$ cat config.mk
export PLATFORM = sky130hd
export DESIGN_NAME = torus_corner_buffer_router_step_top
export DESIGN_NICKNAME = d
export VERILOG_FILES = /design/src/tcbr_pkg.sv /design/src/torus_corner_buffer_router_step_top.sv
export SDC_FILE = /design/constraint.sdc
export NUM_CORES = 1
export LEC_CHECK = 0
export BUFFER_PORTS_ARGS = -buffer_cell sky130_fd_sc_hd__buf_4
export CORE_ASPECT_RATIO = 1.75
export CORE_UTILIZATION = 40
export CTS_BUF_LIST = sky130_fd_sc_hd__clkbuf_16
export DETAILED_ROUTE_END_ITERATION = 8
export SLEW_MARGIN = 20
export SYNTH_ARGS = -nofsm -noshare
export SYNTH_HDL_FRONTEND = slang
export SYNTH_SLANG_ARGS = --single-unit
$ cat constraint.sdc
create_clock -name clk -period 13.5 [get_ports clk]
set_input_delay 1.35 -clock clk [delete_from_list [all_inputs] [get_ports clk]]
set_output_delay 1.35 -clock clk [all_outputs]
set_load 0.02 [all_outputs]
$ cat src/tcbr_pkg.sv
// Shared types and constants for the torus corner-buffer router step.
package tcbr_pkg;

  localparam int DEST_W     = 6;
  localparam int PAYLOAD_W  = 32;
  localparam int RANK_W     = 6;
  localparam int THR_W      = 4;
  localparam int CFG_DATA_W = 6;
  localparam int CFG_IDX_W  = 1;

  localparam logic [RANK_W-1:0] RANK_RESET = 6'd0;
  localparam logic [THR_W-1:0]  THR_RESET  = 4'd4;
  localparam logic [1:0]        PHASE_LAST = 2'd3;

  typedef enum logic [CFG_IDX_W-1:0] {
    CFG_NODE_RANK,
    CFG_FREE_SLOT_THRESHOLD
  } cfg_reg_t;

  typedef struct packed {
    logic [DEST_W-1:0]    dest;
    logic [PAYLOAD_W-1:0] payload;
  } flit_t;

  typedef struct packed {
    logic                 south_valid;
    logic [DEST_W-1:0]    south_dest;
    logic [PAYLOAD_W-1:0] south_payload;
    logic                 west_valid;
    logic [DEST_W-1:0]    west_dest;
    logic                 west_marked;
    logic [PAYLOAD_W-1:0] west_payload;
    logic                 inject_valid;
    logic [DEST_W-1:0]    inject_dest;
    logic [PAYLOAD_W-1:0] inject_payload;
    logic                 east_request;
  } in_beat_t;

  typedef struct packed {
    logic                 north_valid;
    logic [DEST_W-1:0]    north_dest;
    logic [PAYLOAD_W-1:0] north_payload;
    logic                 east_valid;
    logic [DEST_W-1:0]    east_dest;
    logic                 east_mark;
    logic [PAYLOAD_W-1:0] east_payload;
    logic                 core_valid;
    logic [PAYLOAD_W-1:0] core_payload;
    logic                 west_request;
    logic                 inject_accepted;
  } out_beat_t;

endpackage

$ cat src/torus_corner_buffer_router_step_top.sv
// Top level of the torus corner-buffer router step.
// One beat in is one network cycle of the router; one result beat comes out for each.
// A new beat is taken every clock cycle while results are taken. A taken beat is held in
// the input register; when it advances, the router update is applied to the node state and
// the result register is loaded. The rate is set by that update of the injection queue,
// corner queue, core-in slot and column timeouts, which every beat reads and writes. There
// is no clearing pass after reset; the node is ready at once.
// The output stage stalls when the result is not taken, and the input register then
// holds one more beat before in_ready drops.
module torus_corner_buffer_router_step_top
  import tcbr_pkg::*;
#(
  parameter int TORUS_WIDTH = 8
) (
  input  logic                  clk,
  input  logic                  rst_n,
  input  logic                  in_valid,
  output logic                  in_ready,
  input  in_beat_t              in_data,
  output logic                  out_valid,
  input  logic                  out_ready,
  output out_beat_t             out_data,
  input  logic                  cfg_we,
  input  logic [CFG_IDX_W-1:0]  cfg_index,
  input  logic [CFG_DATA_W-1:0] cfg_data
);

  localparam int COL_W = $clog2(TORUS_WIDTH);
  localparam int CNT_W = $clog2(TORUS_WIDTH + 1);
  localparam int CMP_W = (CNT_W > THR_W) ? CNT_W : THR_W;
  localparam int RANKS = 1 << DEST_W;
  localparam logic [CNT_W-1:0] FULL_CNT = CNT_W'(TORUS_WIDTH);
  localparam logic [COL_W-1:0] LAST_PTR = COL_W'(TORUS_WIDTH - 1);

  logic [COL_W-1:0] col_lut [RANKS];
  logic             row_even_lut [RANKS];

  for (genvar g = 0; g < RANKS; g++) begin : g_lut
    assign col_lut[g]      = COL_W'(g % TORUS_WIDTH);
    assign row_even_lut[g] = ((g / TORUS_WIDTH) % 2) == 0;
  end

  function automatic logic [COL_W-1:0] ptr_inc(input logic [COL_W-1:0] p);
    return (p == LAST_PTR) ? '0 : p + 1'b1;
  endfunction

  logic [RANK_W-1:0] rank_r;
  logic [THR_W-1:0]  thr_r;
  logic              corner_on_r;
  logic [1:0]        phase_r;
  logic              sent_east_r;
  logic [CNT_W-1:0]  to_r [TORUS_WIDTH];

  flit_t             inj_mem_r [TORUS_WIDTH];
  logic [COL_W-1:0]  inj_head_r, inj_tail_r;
  logic [CNT_W-1:0]  inj_cnt_r;
  flit_t             cr_mem_r [TORUS_WIDTH];
  logic [COL_W-1:0]  cr_head_r, cr_tail_r;
  logic [CNT_W-1:0]  cr_cnt_r;
  logic              slot_v_r;
  flit_t             slot_r;

  logic              s1_v_r;
  in_beat_t          s1_r;
  logic              out_v_r;
  out_beat_t         out_r;

  logic              advance;

  logic              inj_pop, inj_push, bypass, accepted;
  logic              cs_v, cs_used;
  flit_t             cs_f;
  logic [COL_W-1:0]  my_col, w_col, cs_col;
  logic              n_v, c_v, e_v, e_m, south_to_core, west_to_corner, sig_west;
  flit_t             n_f, e_f, w_f, cr_head_f;
  logic [PAYLOAD_W-1:0] c_pay;
  logic              cr_pop, cr_push, w_fail;
  flit_t             cr_push_f;
  logic [CNT_W-1:0]  cr_cnt_mid, free_slots;
  logic              sent_east_nxt, corner_on_nxt;
  logic [1:0]        phase_nxt;
  logic [CNT_W-1:0]  to_mid [TORUS_WIDTH];
  logic [CNT_W-1:0]  to_nxt [TORUS_WIDTH];
  out_beat_t         out_nxt;

  assign advance   = s1_v_r && (!out_v_r || out_ready);
  assign in_ready  = !s1_v_r || advance;
  assign out_valid = out_v_r;
  assign out_data  = out_r;

  always_comb begin
    inj_pop  = !slot_v_r && (inj_cnt_r != '0);
    accepted = s1_r.inject_valid && ((inj_cnt_r != FULL_CNT) || inj_pop);
    bypass   = !slot_v_r && (inj_cnt_r == '0) && accepted;
    inj_push = accepted && !bypass;
    cs_v     = slot_v_r || inj_pop || bypass;
    if (slot_v_r) begin
      cs_f = slot_r;
    end else if (inj_pop) begin
      cs_f = inj_mem_r[inj_head_r];
    end else begin
      cs_f.dest    = s1_r.inject_dest;
      cs_f.payload = s1_r.inject_payload;
    end

    my_col = col_lut[rank_r];

    n_v           = 1'b0;
    c_v           = 1'b0;
    south_to_core = 1'b0;
    n_f           = '0;
    c_pay         = '0;
    if (s1_r.south_valid) begin
      if (s1_r.south_dest == rank_r) begin
        c_v           = 1'b1;
        south_to_core = 1'b1;
        c_pay         = s1_r.south_payload;
      end else begin
        n_v          = 1'b1;
        n_f.dest     = s1_r.south_dest;
        n_f.payload  = s1_r.south_payload;
      end
    end

    cr_head_f  = cr_mem_r[cr_head_r];
    free_slots = FULL_CNT - cr_cnt_r;
    cr_pop     = 1'b0;
    if ((cr_cnt_r != '0) &&
        (corner_on_r || (CMP_W'(free_slots) < CMP_W'(thr_r)) || (phase_r == 2'd0))) begin
      if ((cr_head_f.dest == rank_r) && !south_to_core) begin
        cr_pop = 1'b1;
        c_v    = 1'b1;
        c_pay  = cr_head_f.payload;
      end else if (!n_v) begin
        cr_pop = 1'b1;
        n_v    = 1'b1;
        n_f    = cr_head_f;
      end
    end
    cr_cnt_mid = cr_pop ? cr_cnt_r - 1'b1 : cr_cnt_r;

    if (phase_r == PHASE_LAST) begin
      phase_nxt     = 2'd0;
      corner_on_nxt = !corner_on_r;
    end else begin
      phase_nxt     = phase_r + 2'd1;
      corner_on_nxt = corner_on_r;
    end

    w_f.dest       = s1_r.west_dest;
    w_f.payload    = s1_r.west_payload;
    w_col          = col_lut[s1_r.west_dest];
    e_v            = 1'b0;
    e_m            = 1'b0;
    e_f            = '0;
    cr_push        = 1'b0;
    cr_push_f      = w_f;
    west_to_corner = 1'b0;
    w_fail         = 1'b0;
    if (s1_r.west_valid) begin
      if ((w_col == my_col) && (to_r[my_col] == '0)) begin
        if (cr_cnt_mid == FULL_CNT) begin
          e_v    = 1'b1;
          e_m    = 1'b1;
          e_f    = w_f;
          w_fail = 1'b1;
        end else begin
          cr_push        = 1'b1;
          west_to_corner = 1'b1;
        end
      end else begin
        e_v = 1'b1;
        e_m = s1_r.west_marked;
        e_f = w_f;
      end
    end

    for (int i = 0; i < TORUS_WIDTH; i++) begin
      to_mid[i] = to_r[i];
      if (s1_r.west_valid && s1_r.west_marked && (w_col != my_col) &&
          (w_col == COL_W'(i))) begin
        to_mid[i] = FULL_CNT;
      end
      if (w_fail && (my_col == COL_W'(i))) begin
        to_mid[i] = FULL_CNT;
      end
    end

    cs_col        = col_lut[cs_f.dest];
    cs_used       = 1'b0;
    sig_west      = 1'b0;
    sent_east_nxt = sent_east_r;
    if (cs_v) begin
      if (cs_col == my_col) begin
        if (!west_to_corner && (to_mid[my_col] == '0) && (cr_cnt_mid != FULL_CNT)) begin
          cr_push   = 1'b1;
          cr_push_f = cs_f;
          cs_used   = 1'b1;
        end else if (west_to_corner && (to_mid[my_col] == '0)) begin
          sig_west = 1'b1;
        end
      end else begin
        if (!e_v && (to_mid[cs_col] == '0) && (!s1_r.east_request || !sent_east_r)) begin
          e_v           = 1'b1;
          e_m           = 1'b0;
          e_f           = cs_f;
          cs_used       = 1'b1;
          sent_east_nxt = 1'b1;
        end else if (!e_v) begin
          sent_east_nxt = 1'b0;
        end else if (s1_r.east_request || (to_mid[cs_col] == '0)) begin
          sig_west = 1'b1;
        end
      end
    end else if (!e_v) begin
      sent_east_nxt = 1'b0;
    end else if (s1_r.east_request) begin
      sig_west = 1'b1;
    end

    for (int i = 0; i < TORUS_WIDTH; i++) begin
      to_nxt[i] = (to_mid[i] != '0) ? to_mid[i] - 1'b1 : '0;
    end

    out_nxt                 = '0;
    out_nxt.north_valid     = n_v;
    out_nxt.north_dest      = n_f.dest;
    out_nxt.north_payload   = n_f.payload;
    out_nxt.east_valid      = e_v;
    out_nxt.east_dest       = e_f.dest;
    out_nxt.east_mark       = e_v && e_m;
    out_nxt.east_payload    = e_f.payload;
    out_nxt.core_valid      = c_v;
    out_nxt.core_payload    = c_pay;
    out_nxt.west_request    = sig_west;
    out_nxt.inject_accepted = accepted;
  end

  always_ff @(posedge clk) begin
    if (!rst_n) begin
      s1_v_r      <= 1'b0;
      out_v_r     <= 1'b0;
      rank_r      <= RANK_RESET;
      thr_r       <= THR_RESET;
      corner_on_r <= row_even_lut[RANK_RESET];
      phase_r     <= 2'd0;
      sent_east_r <= 1'b0;
      slot_v_r    <= 1'b0;
      inj_head_r  <= '0;
      inj_tail_r  <= '0;
      inj_cnt_r   <= '0;
      cr_head_r   <= '0;
      cr_tail_r   <= '0;
      cr_cnt_r    <= '0;
      for (int i = 0; i < TORUS_WIDTH; i++) begin
        to_r[i] <= '0;
      end
    end else begin
      if (in_valid && in_ready) begin
        s1_v_r <= 1'b1;
      end else if (advance) begin
        s1_v_r <= 1'b0;
      end
      if (advance) begin
        out_v_r <= 1'b1;
      end else if (out_ready) begin
        out_v_r <= 1'b0;
      end

      if (advance) begin
        phase_r     <= phase_nxt;
        corner_on_r <= corner_on_nxt;
        sent_east_r <= sent_east_nxt;
        slot_v_r    <= cs_v && !cs_used;
        if (inj_pop) begin
          inj_head_r <= ptr_inc(inj_head_r);
        end
        if (inj_push) begin
          inj_tail_r <= ptr_inc(inj_tail_r);
        end
        inj_cnt_r <= inj_cnt_r + CNT_W'(inj_push) - CNT_W'(inj_pop);
        if (cr_pop) begin
          cr_head_r <= ptr_inc(cr_head_r);
        end
        if (cr_push) begin
          cr_tail_r <= ptr_inc(cr_tail_r);
        end
        cr_cnt_r <= cr_cnt_mid + CNT_W'(cr_push);
        for (int i = 0; i < TORUS_WIDTH; i++) begin
          to_r[i] <= to_nxt[i];
        end
      end

      if (cfg_we) begin
        if (cfg_index == CFG_NODE_RANK) begin
          rank_r      <= cfg_data[RANK_W-1:0];
          corner_on_r <= row_even_lut[cfg_data[RANK_W-1:0]];
        end else if (cfg_index == CFG_FREE_SLOT_THRESHOLD) begin
          thr_r <= cfg_data[THR_W-1:0];
        end
      end
    end
  end

  always_ff @(posedge clk) begin
    if (in_valid && in_ready) begin
      s1_r <= in_data;
    end
    if (advance) begin
      out_r  <= out_nxt;
      slot_r <= cs_f;
      if (inj_push) begin
        inj_mem_r[inj_tail_r].dest    <= s1_r.inject_dest;
        inj_mem_r[inj_tail_r].payload <= s1_r.inject_payload;
      end
      if (cr_push) begin
        cr_mem_r[cr_tail_r] <= cr_push_f;
      end
    end
  end

endmodule

==> results.py, run 1 <==
metrics = {
    "status": {
        "status": "complete, but fails checks",
        "violations": "DRC",
    },
    "clocking": {
        "cts_tree": "built",
        "cts_hold_buf": 0,
        "clk_pin_slew_ns": 0.06,
        "clockBufferDepth": 3,
        "post_cts_resized": 0,
        "h-tree-depth": 3,
        "clockRootBuffer": "clkbuf_16",
        "cts_setup_buffers": 0,
        "numCtsBuffers": 86,
        "clk_latency_ns": 0.68,
        "numClockSinks": 954,
    },
    "pwr": {
        "peakVddDrop_mv": 0.103,
        "power.leakage_nw": 14.7,
        "power_density_mw_per_mm2": 146,
    },
    "grt": {
        "grt_antenna_before_repair": 1,
        "use_met1": 0.238,
        "grt_max_degree": 81,
        "track_usage": 0.183,
        "grt_pass1_wl_mm": 133,
        "top_usage_layer": "met2",
        "gr-total-overflow": 0,
        "grt_pass1_vias": 21600,
        "grt.met3_usage": 0.0296,
        "grt_util_met2": 0.310,
    },
    "synthesis": {
        "yosysTopAreaCell": "edfxtp_1",
        "synth-edff-count": 911,
        "synth_cell_types": 68,
        "synthFlopType": "edfxtp_1",
        "syn_nets": 2413,
        "ys_top_cells_by_area": "edfxtp_1 71%, mux4_2 8.9%, nand2_1 2.5%",
        "synthCells": 2250,
        "synth_top_area_share": 0.712,
        "seq_area_frac_synth": 0.734,
        "syn_area_mm2": 0.0384,
        "syn_area_per_cell_um2": 17.1,
        "ys_ff_latch": 954,
        "async_reset_ff_frac": 0,
        "ys.warnings.count": 0,
    },
    "setup_path": {
        "critPathMaxStageDelay_ns": 0.83,
        "path_max_fanout": 39,
        "critical_path_arrival_ns": 6.46,
        "crit_top_cell": "buf_4",
        "critPathTopFamily": "simple AND/OR/NAND/NOR gates",
        "worstSetupPathType": "flip-flop to flip-flop",
        "start_kind": "flip-flop",
        "required_ns": 13.81,
        "cp_cell_sequence": "buf_4 > mux4_2 > mux2i_1 > xor2_1 > nand3_1 > o21a_1 > or3_1 > and2_1 > a311o_1 > or2_1 > nor3b_2 > buf_4",
        "end_kind": "flip-flop",
        "worst_path_max_delay_cell": "dfxtp_4",
        "critical_path_buf_inv_count": 2,
    },
    "finish": {
        "seq_area_mm2": 0.0282,
        "finalNonFillerCells": 3784,
        "syn_to_final_growth_pct": 16.2,
        "drive_gt1_frac": 0.242,
        "fillers": 8100,
        "nets": 2665,
        "final_common_cell": "edfxtp_1",
        "antennaDiodeCount": 0,
        "multi_input_area_mm2": 0.00975,
        "final_cell_mix": "911 x edfxtp_1, 285 x buf_4, 256 x nand2_1",
    },
    "floorplan": {
        "die_y_um": 412,
        "io_pins": 247,
        "die_area_mm2": 0.0974,
        "start_util": 0.403,
        "die_w_um": 236,
        "rows": 150,
        "fp.coreArea_mm2": 0.0953,
    },
    "detailed_routing": {
        "ant_nets": 0,
        "dr.pass1.iters": 7,
        "via_per_inst": 5.49,
        "routed_wl_mm": 88.8,
        "drt_iter0_drc": 1573,
        "vias": 20800,
        "wire_per_inst_um": 23.5,
        "post-route-drc-count": 2,
    },
    "placement": {
        "port-buffer-count": 246,
        "dp_cells": 3629,
        "gp_routability_congestion": 0.852,
        "dp_hpwl_mm": 55.3,
    },
    "timing": {
        "final-setup-viol-count": 0,
        "slew_headroom": 0.301,
        "fin_crit_sh": 0.456,
        "setup_tns_ns": 0,
        "min_period_ns": 6.15,
        "tightest_slew_ns": 1.04,
        "fin_worst_skew_ns": 0.0351,
        "slew_viol_final": 0,
        "rsz0062_at_grt": "no",
        "finalHoldViolCount": 0,
        "fmax_mhz": 163,
    },
    "flow_run": {
        "maxCapViolations": 0,
    },
    "min_path": {
        "hold_path_class": "flip-flop to flip-flop",
    },
}
-- per-stage QoR --
| stage | util | total power, mW | hold slack [ns] | cell area [µm²] | worst slack, ns |
|---|---|---|---|---|---|
| floorplan | - | 3.88 | 0.436 | 38400 | 5.68 |
| global placement | 0.438 | 4.12 | 0.457 | 41800 | 7.29 |
| detailed placement | 0.438 | 4.14 | 0.462 | 41800 | 7.24 |
| CTS | 0.468 | 6.62 | 0.472 | 44600 | 7.24 |
| global route | 0.468 | 6.77 | 0.491 | 44700 | 6.88 |
| finish | 0.468 | 6.54 | 0.474 | 44700 | 7.35 |
-- registers in the layout, summed over array words and instances, names as in the netlist, 4 cells and up, named ones only --
register	count
rank_r	6
out_data	114
to_r	32
inj_mem_r	304
thr_r	4
s1_r	119
cr_mem_r	304
slot_r	38
inj_cnt_r	4
cr_cnt_r	4
-- layer usage --
layer / wire, µm / share of wire / up-vias
li1: - / - / 9350
met5: 0 / 0 / -
met3: 4500 / 0.051 / 151
met4: 2370 / 0.027 / 0
met1: 37800 / 0.43 / 10600
met2: 44100 / 0.50 / 638
-- cells in the mapped netlist (28+ instances only) --
cell type  count
nand2_1      256
ha_1          31
mux4_2       151
mux2i_1       84
inv_1         30
nor2_1       120
clkbuf_1      86
dfxtp_1       43
mux2_1        28
a211oi_1      38
edfxtp_1     911
o21ai_0       51
a21oi_1       83
o31ai_1       83
-- layout make-up --
| class | count | share of cell area |
|---|---|---|
| flip-flops and latches | 954 | 0.632 |
| multi-input cells | 1140 | 0.218 |
| clock buffers | 89 | 0.0499 |
| repair buffers | 287 | 0.0488 |
| well taps | 1216 | 0.0341 |
| clock inverters | 65 | 0.0139 |
| inverters | 33 | 0.00289 |
-- path summary, 6_finish.rpt --
check	from	endpoint	slack, ns	cells after the start
setup / recovery	flip-flop	cr_mem_r[6][14]	7.35	12
hold / removal	thr_r[1]	thr_r[1]	0.47	2
setup reg to reg	flip-flop	cr_mem_r[6][14]	7.35	12
hold reg to reg	thr_r[1]	thr_r[1]	0.47	2
-- power breakdown --
group          leakage [nW]  total, mW  internal (mW)  switching, mW
Clock                  1.44       2.47           1.38           1.09
Combinational          4.50      0.636          0.217          0.419
Sequential             8.79       3.44           3.37         0.0719
Total                  14.7       6.54           4.96           1.58
-- worst register-to-register path: cells and delay by family, from the launching register on --
| kind | cells | cell delay (ns) |
|---|---|---|
| AND/OR/NAND/NOR | 5 | 1.60 |
| buffers and inverters | 2 | 1.33 |
| multiplexers | 2 | 0.95 |
| AO/OA/AOI/OAI | 2 | 0.84 |
| flip-flops | 1 | 0.83 |
| XOR/XNOR | 1 | 0.21 |
-- cell families (layout without fill, tap and decap cells) --
kind of cell	after synthesis	in the layout	synth area share
AOI/OAI and AO/OA	305	305	0.0520
xor gates and xnor gates	33	33	0.00752
adders and majority gates	32	32	0.0106
buffers and inverters	156	474	0.0161
DFF	954	954	0.734
muxes	276	276	0.123
and+or+nand+nor	494	494	0.0561
(Power assumes the default switching activity.)
==> run 2: changes to the inputs <==
clock period = 5.7 ns   (was 13.5 ns; I/O delays follow)
==> results.py, run 2 (same netlist as run 1, synthesis figures left out) <==
metrics = {
    "detailed_routing": {
        "vias": 20900,
        "via_per_inst": 5.48,
        "drt_iter0_drc": 1361,
        "post-route-drc-count": 1,
        "routed_wl_mm": 92.8,
        "ant_nets": 0,
        "dr.pass1.iters": 7,
        "wire_per_inst_um": 24.3,
    },
    "grt": {
        "gr-total-overflow": 0,
        "grt_max_degree": 122,
        "grt_pass1_wl_mm": 137,
        "grt_antenna_before_repair": 2,
        "grt_pass1_vias": 21600,
        "track_usage": 0.191,
    },
    "placement": {
        "dp_hpwl_mm": 60.4,
        "dp_cells": 3649,
        "gp_routability_congestion": 0.849,
        "port-buffer-count": 246,
        "dpl_cell_area_mm2": 0.0421,
    },
    "finish": {
        "nets": 2687,
        "reg_top3": "cr_mem_r: 304 flops, inj_mem_r: 304 flops, s1_r: 119 flops",
        "finalNonFillerCells": 3814,
        "fillers": 8047,
        "final_cell_mix": "911 x edfxtp_1, 298 x buf_4, 255 x nand2_1",
        "postLayoutCellArea_mm2": 0.0452,
        "drive_gt1_frac": 0.251,
        "antennaDiodeCount": 0,
        "syn_to_final_growth_pct": 17.6,
        "final_common_cell": "edfxtp_1",
    },
    "clocking": {
        "cts_tree": "built",
        "cts_hold_buf": 0,
        "clk_pin_slew_ns": 0.06,
        "clockRootBuffer": "clkbuf_16",
        "cts_setup_buffers": 0,
        "clockBufferDepth": 3,
        "numClockSinks": 954,
        "clk_latency_ns": 0.70,
        "post_cts_resized": 0,
        "h-tree-depth": 3,
        "numCtsBuffers": 89,
    },
    "floorplan": {
        "die_area_mm2": 0.0974,
        "rows": 150,
        "start_util": 0.403,
        "die_w_um": 236,
        "die_y_um": 412,
        "io_pins": 247,
        "fp.coreArea_mm2": 0.0953,
    },
    "timing": {
        "finalHoldViolCount": 0,
        "rsz0062_at_grt": "no",
        "tightest_slew_ns": 1.01,
        "fin_crit_sh": 0.888,
        "fin_worst_skew_ns": 0.0354,
        "fmax_mhz": 198,
        "slew_headroom": 0.323,
        "slew_viol_final": 0,
        "min_period_ns": 5.06,
        "setup_tns_ns": 0,
        "final-setup-viol-count": 0,
    },
    "pwr": {
        "power.switching_mw": 3.88,
        "peakVddDrop_mv": 0.211,
        "power_density_mw_per_mm2": 354,
        "p_comb_frac": 0.099,
        "switching_share": 0.242,
        "p_seq_frac": 0.509,
        "power_frac_clock": 0.392,
        "intPower_mw": 12.1,
        "finalPower_mw": 16.0,
        "power.leakage_nw": 14.9,
    },
    "status": {
        "status": "complete, but fails checks",
        "violations": "DRC",
    },
    "setup_path": {
        "end_kind": "flip-flop",
        "r2r_setup_slack_ns": 0.64,
        "required_ns": 6.08,
        "cp_cell_sequence": "buf_4 > mux2i_1 > a2bb2oi_1 > a21o_1 > a2111o_1 > o21a_1 > nor3_1 > or2_1 > and3_1 > or3_2 > buf_4 > mux2_1",
        "critPathMaxStageDelay_ns": 0.69,
        "crit_top_cell": "buf_4",
        "worstSetupPathType": "flip-flop to flip-flop",
        "critPathTopFamily": "simple AND/OR/NAND/NOR gates",
        "critical_path_arrival_ns": 5.44,
        "start_kind": "flip-flop",
        "critical_path_buf_inv_count": 2,
        "worst_path_max_delay_cell": "dfxtp_2",
        "path_max_fanout": 38,
    },
    "flow_run": {
        "maxCapViolations": 0,
    },
    "min_path": {
        "hold_path_class": "input pin to flip-flop",
    },
}
[run 2: per-layer routing]
| metal | vias to the layer above | share of wire | track usage |
|---|---|---|---|
| li1 | 9417 | - | - |
| met1 | 10700 | 0.40 | 0.235 |
| met2 | 622 | 0.52 | 0.335 |
| met3 | 145 | 0.050 | 0.0323 |
| met4 | 4 | 0.029 | 0.0738 |
| met5 | - | 0.00033 | 0 |
[run 2: stage by stage]
step	setup WS (ns)	util	hold slack [ns]
3_3_place_gp	0.760	0.442	0.449
3_5_place_dp	0.673	0.442	0.460
5_1_grt	0.415	0.474	0.0273
2_1_floorplan	-0.238	-	0.436
4_1_cts	0.645	0.474	0.00400
6_report	0.640	0.474	0.0488
[run 2: cell type report]
cell class	instances	area [µm²]	share of cell area
clock inverters	74	815	0.0180
repair buffers	306	2400	0.0531
flip-flops and latches	954	28200	0.625
multi-input cells	1140	9810	0.217
well taps	1216	1520	0.0337
clock buffers	91	2280	0.0504
inverters	33	131	0.00291
[run 2: power by group through the flow]
stage          logic, mW  clock network [mW]  registers, mW
2_1_floorplan      0.917                   0           8.26
3_3_place_gp        1.56                   0           8.29
3_5_place_dp        1.59                   0           8.29
4_1_cts             1.60                6.44           8.15
5_1_grt             1.73                6.68           8.16
6_report            1.58                6.28           8.14
[run 2: worst paths after layout]
path / startpoint / to / cells past startpoint
hold / removal: in_data[69] / s1_r[69] / 1
setup / recovery: flip-flop / cr_mem_r[7][25] / 12
setup reg to reg: flip-flop / cr_mem_r[7][25] / 12
hold reg to reg: thr_r[2] / thr_r[2] / 2
[run 2: worst reg2reg max path: stages, from the launching register on]
cell and delay, ns:
dfxtp_2 0.69, buf_4 0.34, mux2i_1 0.24, a2bb2oi_1 0.12, a21o_1 0.18, a2111o_1 0.54, o21a_1 0.28, nor3_1 0.44
or2_1 0.38, and3_1 0.25, or3_2 0.12, buf_4 0.60, mux2_1 0.57
==> run 3: changes to the inputs <==
clock period = 4.28 ns   (was 5.7 ns; I/O delays follow)
==> results.py, run 3 (same netlist as run 1, synthesis figures left out) <==
metrics = {
    "setup_path": {
        "critPathMaxStageDelay_ns": 0.55,
        "start_kind": "flip-flop",
        "worstSetupPathType": "flip-flop to flip-flop",
        "required_ns": 4.69,
        "worst_path_max_delay_cell": "mux4_2",
        "path_max_fanout": 38,
        "cp_cell_sequence": "mux4_2 > nand2b_4 > and3b_1 > a2111o_1 > o21a_1 > or3_1 > and2_4 > and3_1 > or3_2 > buf_12 > mux2_1",
        "critical_path_arrival_ns": 4.54,
        "end_kind": "flip-flop",
    },
    "clocking": {
        "numClockSinks": 954,
        "cts_setup_buffers": 0,
        "clockRootBuffer": "clkbuf_16",
        "cts_tree": "built",
        "numCtsBuffers": 89,
        "h-tree-depth": 3,
        "clockBufferDepth": 3,
        "clk_pin_slew_ns": 0.06,
        "clk_latency_ns": 0.69,
    },
    "timing": {
        "slew_viol_final": 0,
        "fin_worst_skew_ns": 0.0308,
        "tightest_slew_ns": 0.888,
        "rsz0062_at_grt": "no",
        "fmax_mhz": 242,
        "setup_tns_ns": 0,
        "finalHoldViolCount": 0,
        "final-setup-viol-count": 0,
        "fin_crit_sh": 0.966,
        "slew_headroom": 0.408,
        "min_period_ns": 4.13,
    },
    "finish": {
        "final_cell_mix": "911 x edfxtp_1, 310 x buf_4, 255 x nand2_1",
        "final_util": 0.491,
        "postLayoutCellArea_mm2": 0.0468,
        "nets": 2845,
        "reg_top3": "cr_mem_r: 304 flops, inj_mem_r: 304 flops, s1_r: 119 flops",
        "drive_gt1_frac": 0.257,
        "syn_to_final_growth_pct": 21.9,
        "final_common_cell": "edfxtp_1",
    },
    "floorplan": {
        "die_area_mm2": 0.0974,
        "die_w_um": 236,
        "die_y_um": 412,
        "start_util": 0.403,
        "fp.coreArea_mm2": 0.0953,
        "io_pins": 247,
        "rows": 150,
    },
    "min_path": {
        "hold_path_class": "input pin to flip-flop",
    },
    "grt": {
        "track_usage": 0.188,
        "gr-total-overflow": 0,
        "grt_pass1_vias": 22500,
        "grt_antenna_before_repair": 1,
        "grt_pass1_wl_mm": 137,
        "grt_max_degree": 85,
    },
    "pwr": {
        "peakVddDrop_mv": 0.325,
        "power_density_mw_per_mm2": 453,
        "power.leakage_nw": 15.6,
    },
    "detailed_routing": {
        "dr.pass1.iters": 7,
        "wire_per_inst_um": 23.1,
        "routed_wl_mm": 91.6,
        "via_per_inst": 5.44,
        "vias": 21600,
        "post-route-drc-count": 0,
        "ant_nets": 0,
        "drt_iter0_drc": 1474,
    },
    "placement": {
        "gp_routability_congestion": 0.882,
        "port-buffer-count": 246,
        "dpl_cell_area_mm2": 0.0426,
        "dp_hpwl_mm": 57.9,
    },
    "flow_run": {
        "maxCapViolations": 0,
    },
    "status": {
        "status": "finished, final reports clean",
    },
}
-- run 3: changes by cell type in the layout (fill, tap and decap cells not counted), sizes merged --
| cell | change |
|---|---|
| inv | +1 |
| diode | +1 |
| buf | +30 |
| dlygate4sd3 | +128 |
| clkinvlp | -4 |
| clkbuf | -1 |
| clkinv | +2 |
| bufinv | -4 |
-- run 3: final timing paths --
check	slack, ns	cells past startpoint	endpoint	startpoint
max	0.15	11	cr_mem_r[7][23]	flip-flop
min	0.05	3	thr_r[3]	cfg_data[3]
max reg2reg	0.15	11	cr_mem_r[7][23]	flip-flop
min reg2reg	0.47	2	thr_r[1]	thr_r[1]
-- run 3: final cells by class --
type,count,area [µm²]
Clock inverter,69,702
Inverter,33,129
Sequential cell,954,28200
Multi-Input combinational cell,1140,9870
Antenna cell,1,2.50
Timing Repair Buffer,464,4130
Tap cell,1216,1520
Clock buffer,90,2250
Fill cell,7937,48500
-- run 3: worst max-delay path, delay by kind of cell, from the launching register on --
family | cells | cell delay [ns]
compound gates | 2 | 0.64
buf+inv | 1 | 0.21
flops | 1 | 0.41
mux | 2 | 0.99
simple gates | 6 | 1.59
-- run 3: where the power goes --
part	switching, mW	internal (mW)	total (mW)	leakage, nW
clock network	3.49	4.52	8.01	1.47
registers	0.213	10.6	10.8	8.79
logic	1.44	0.930	2.37	5.37
total	5.15	16.1	21.2	15.6
-- run 3: per-stage QoR --
step                hold WS (ns)  instances  setup WS, ns  power (mW)
CTS                      0.00323       3966         0.100        21.4
detailed placement         0.466       3679         0.112        13.3
floorplan                  0.436       2250        -0.888        12.2
global route              0.0489       3967       0.00579        22.0
global placement           0.451       3679         0.153        13.2
finish                    0.0540       3967         0.147        21.2
-- run 3: timing repair --
item                                    CTS  global route
gates resized for setup                   0            29
hold endpoints to repair                129             0
endpoints found under the setup margin    0           224
hold buffers                            128             0
-- run 3: metal layers --
layer	up-vias	track usage	share of wire
li1	9721	-	-
met1	11100	0.241	0.42
met2	617	0.326	0.51
met3	130	0.0280	0.048
met4	0	0.0659	0.025
met5	-	0	0
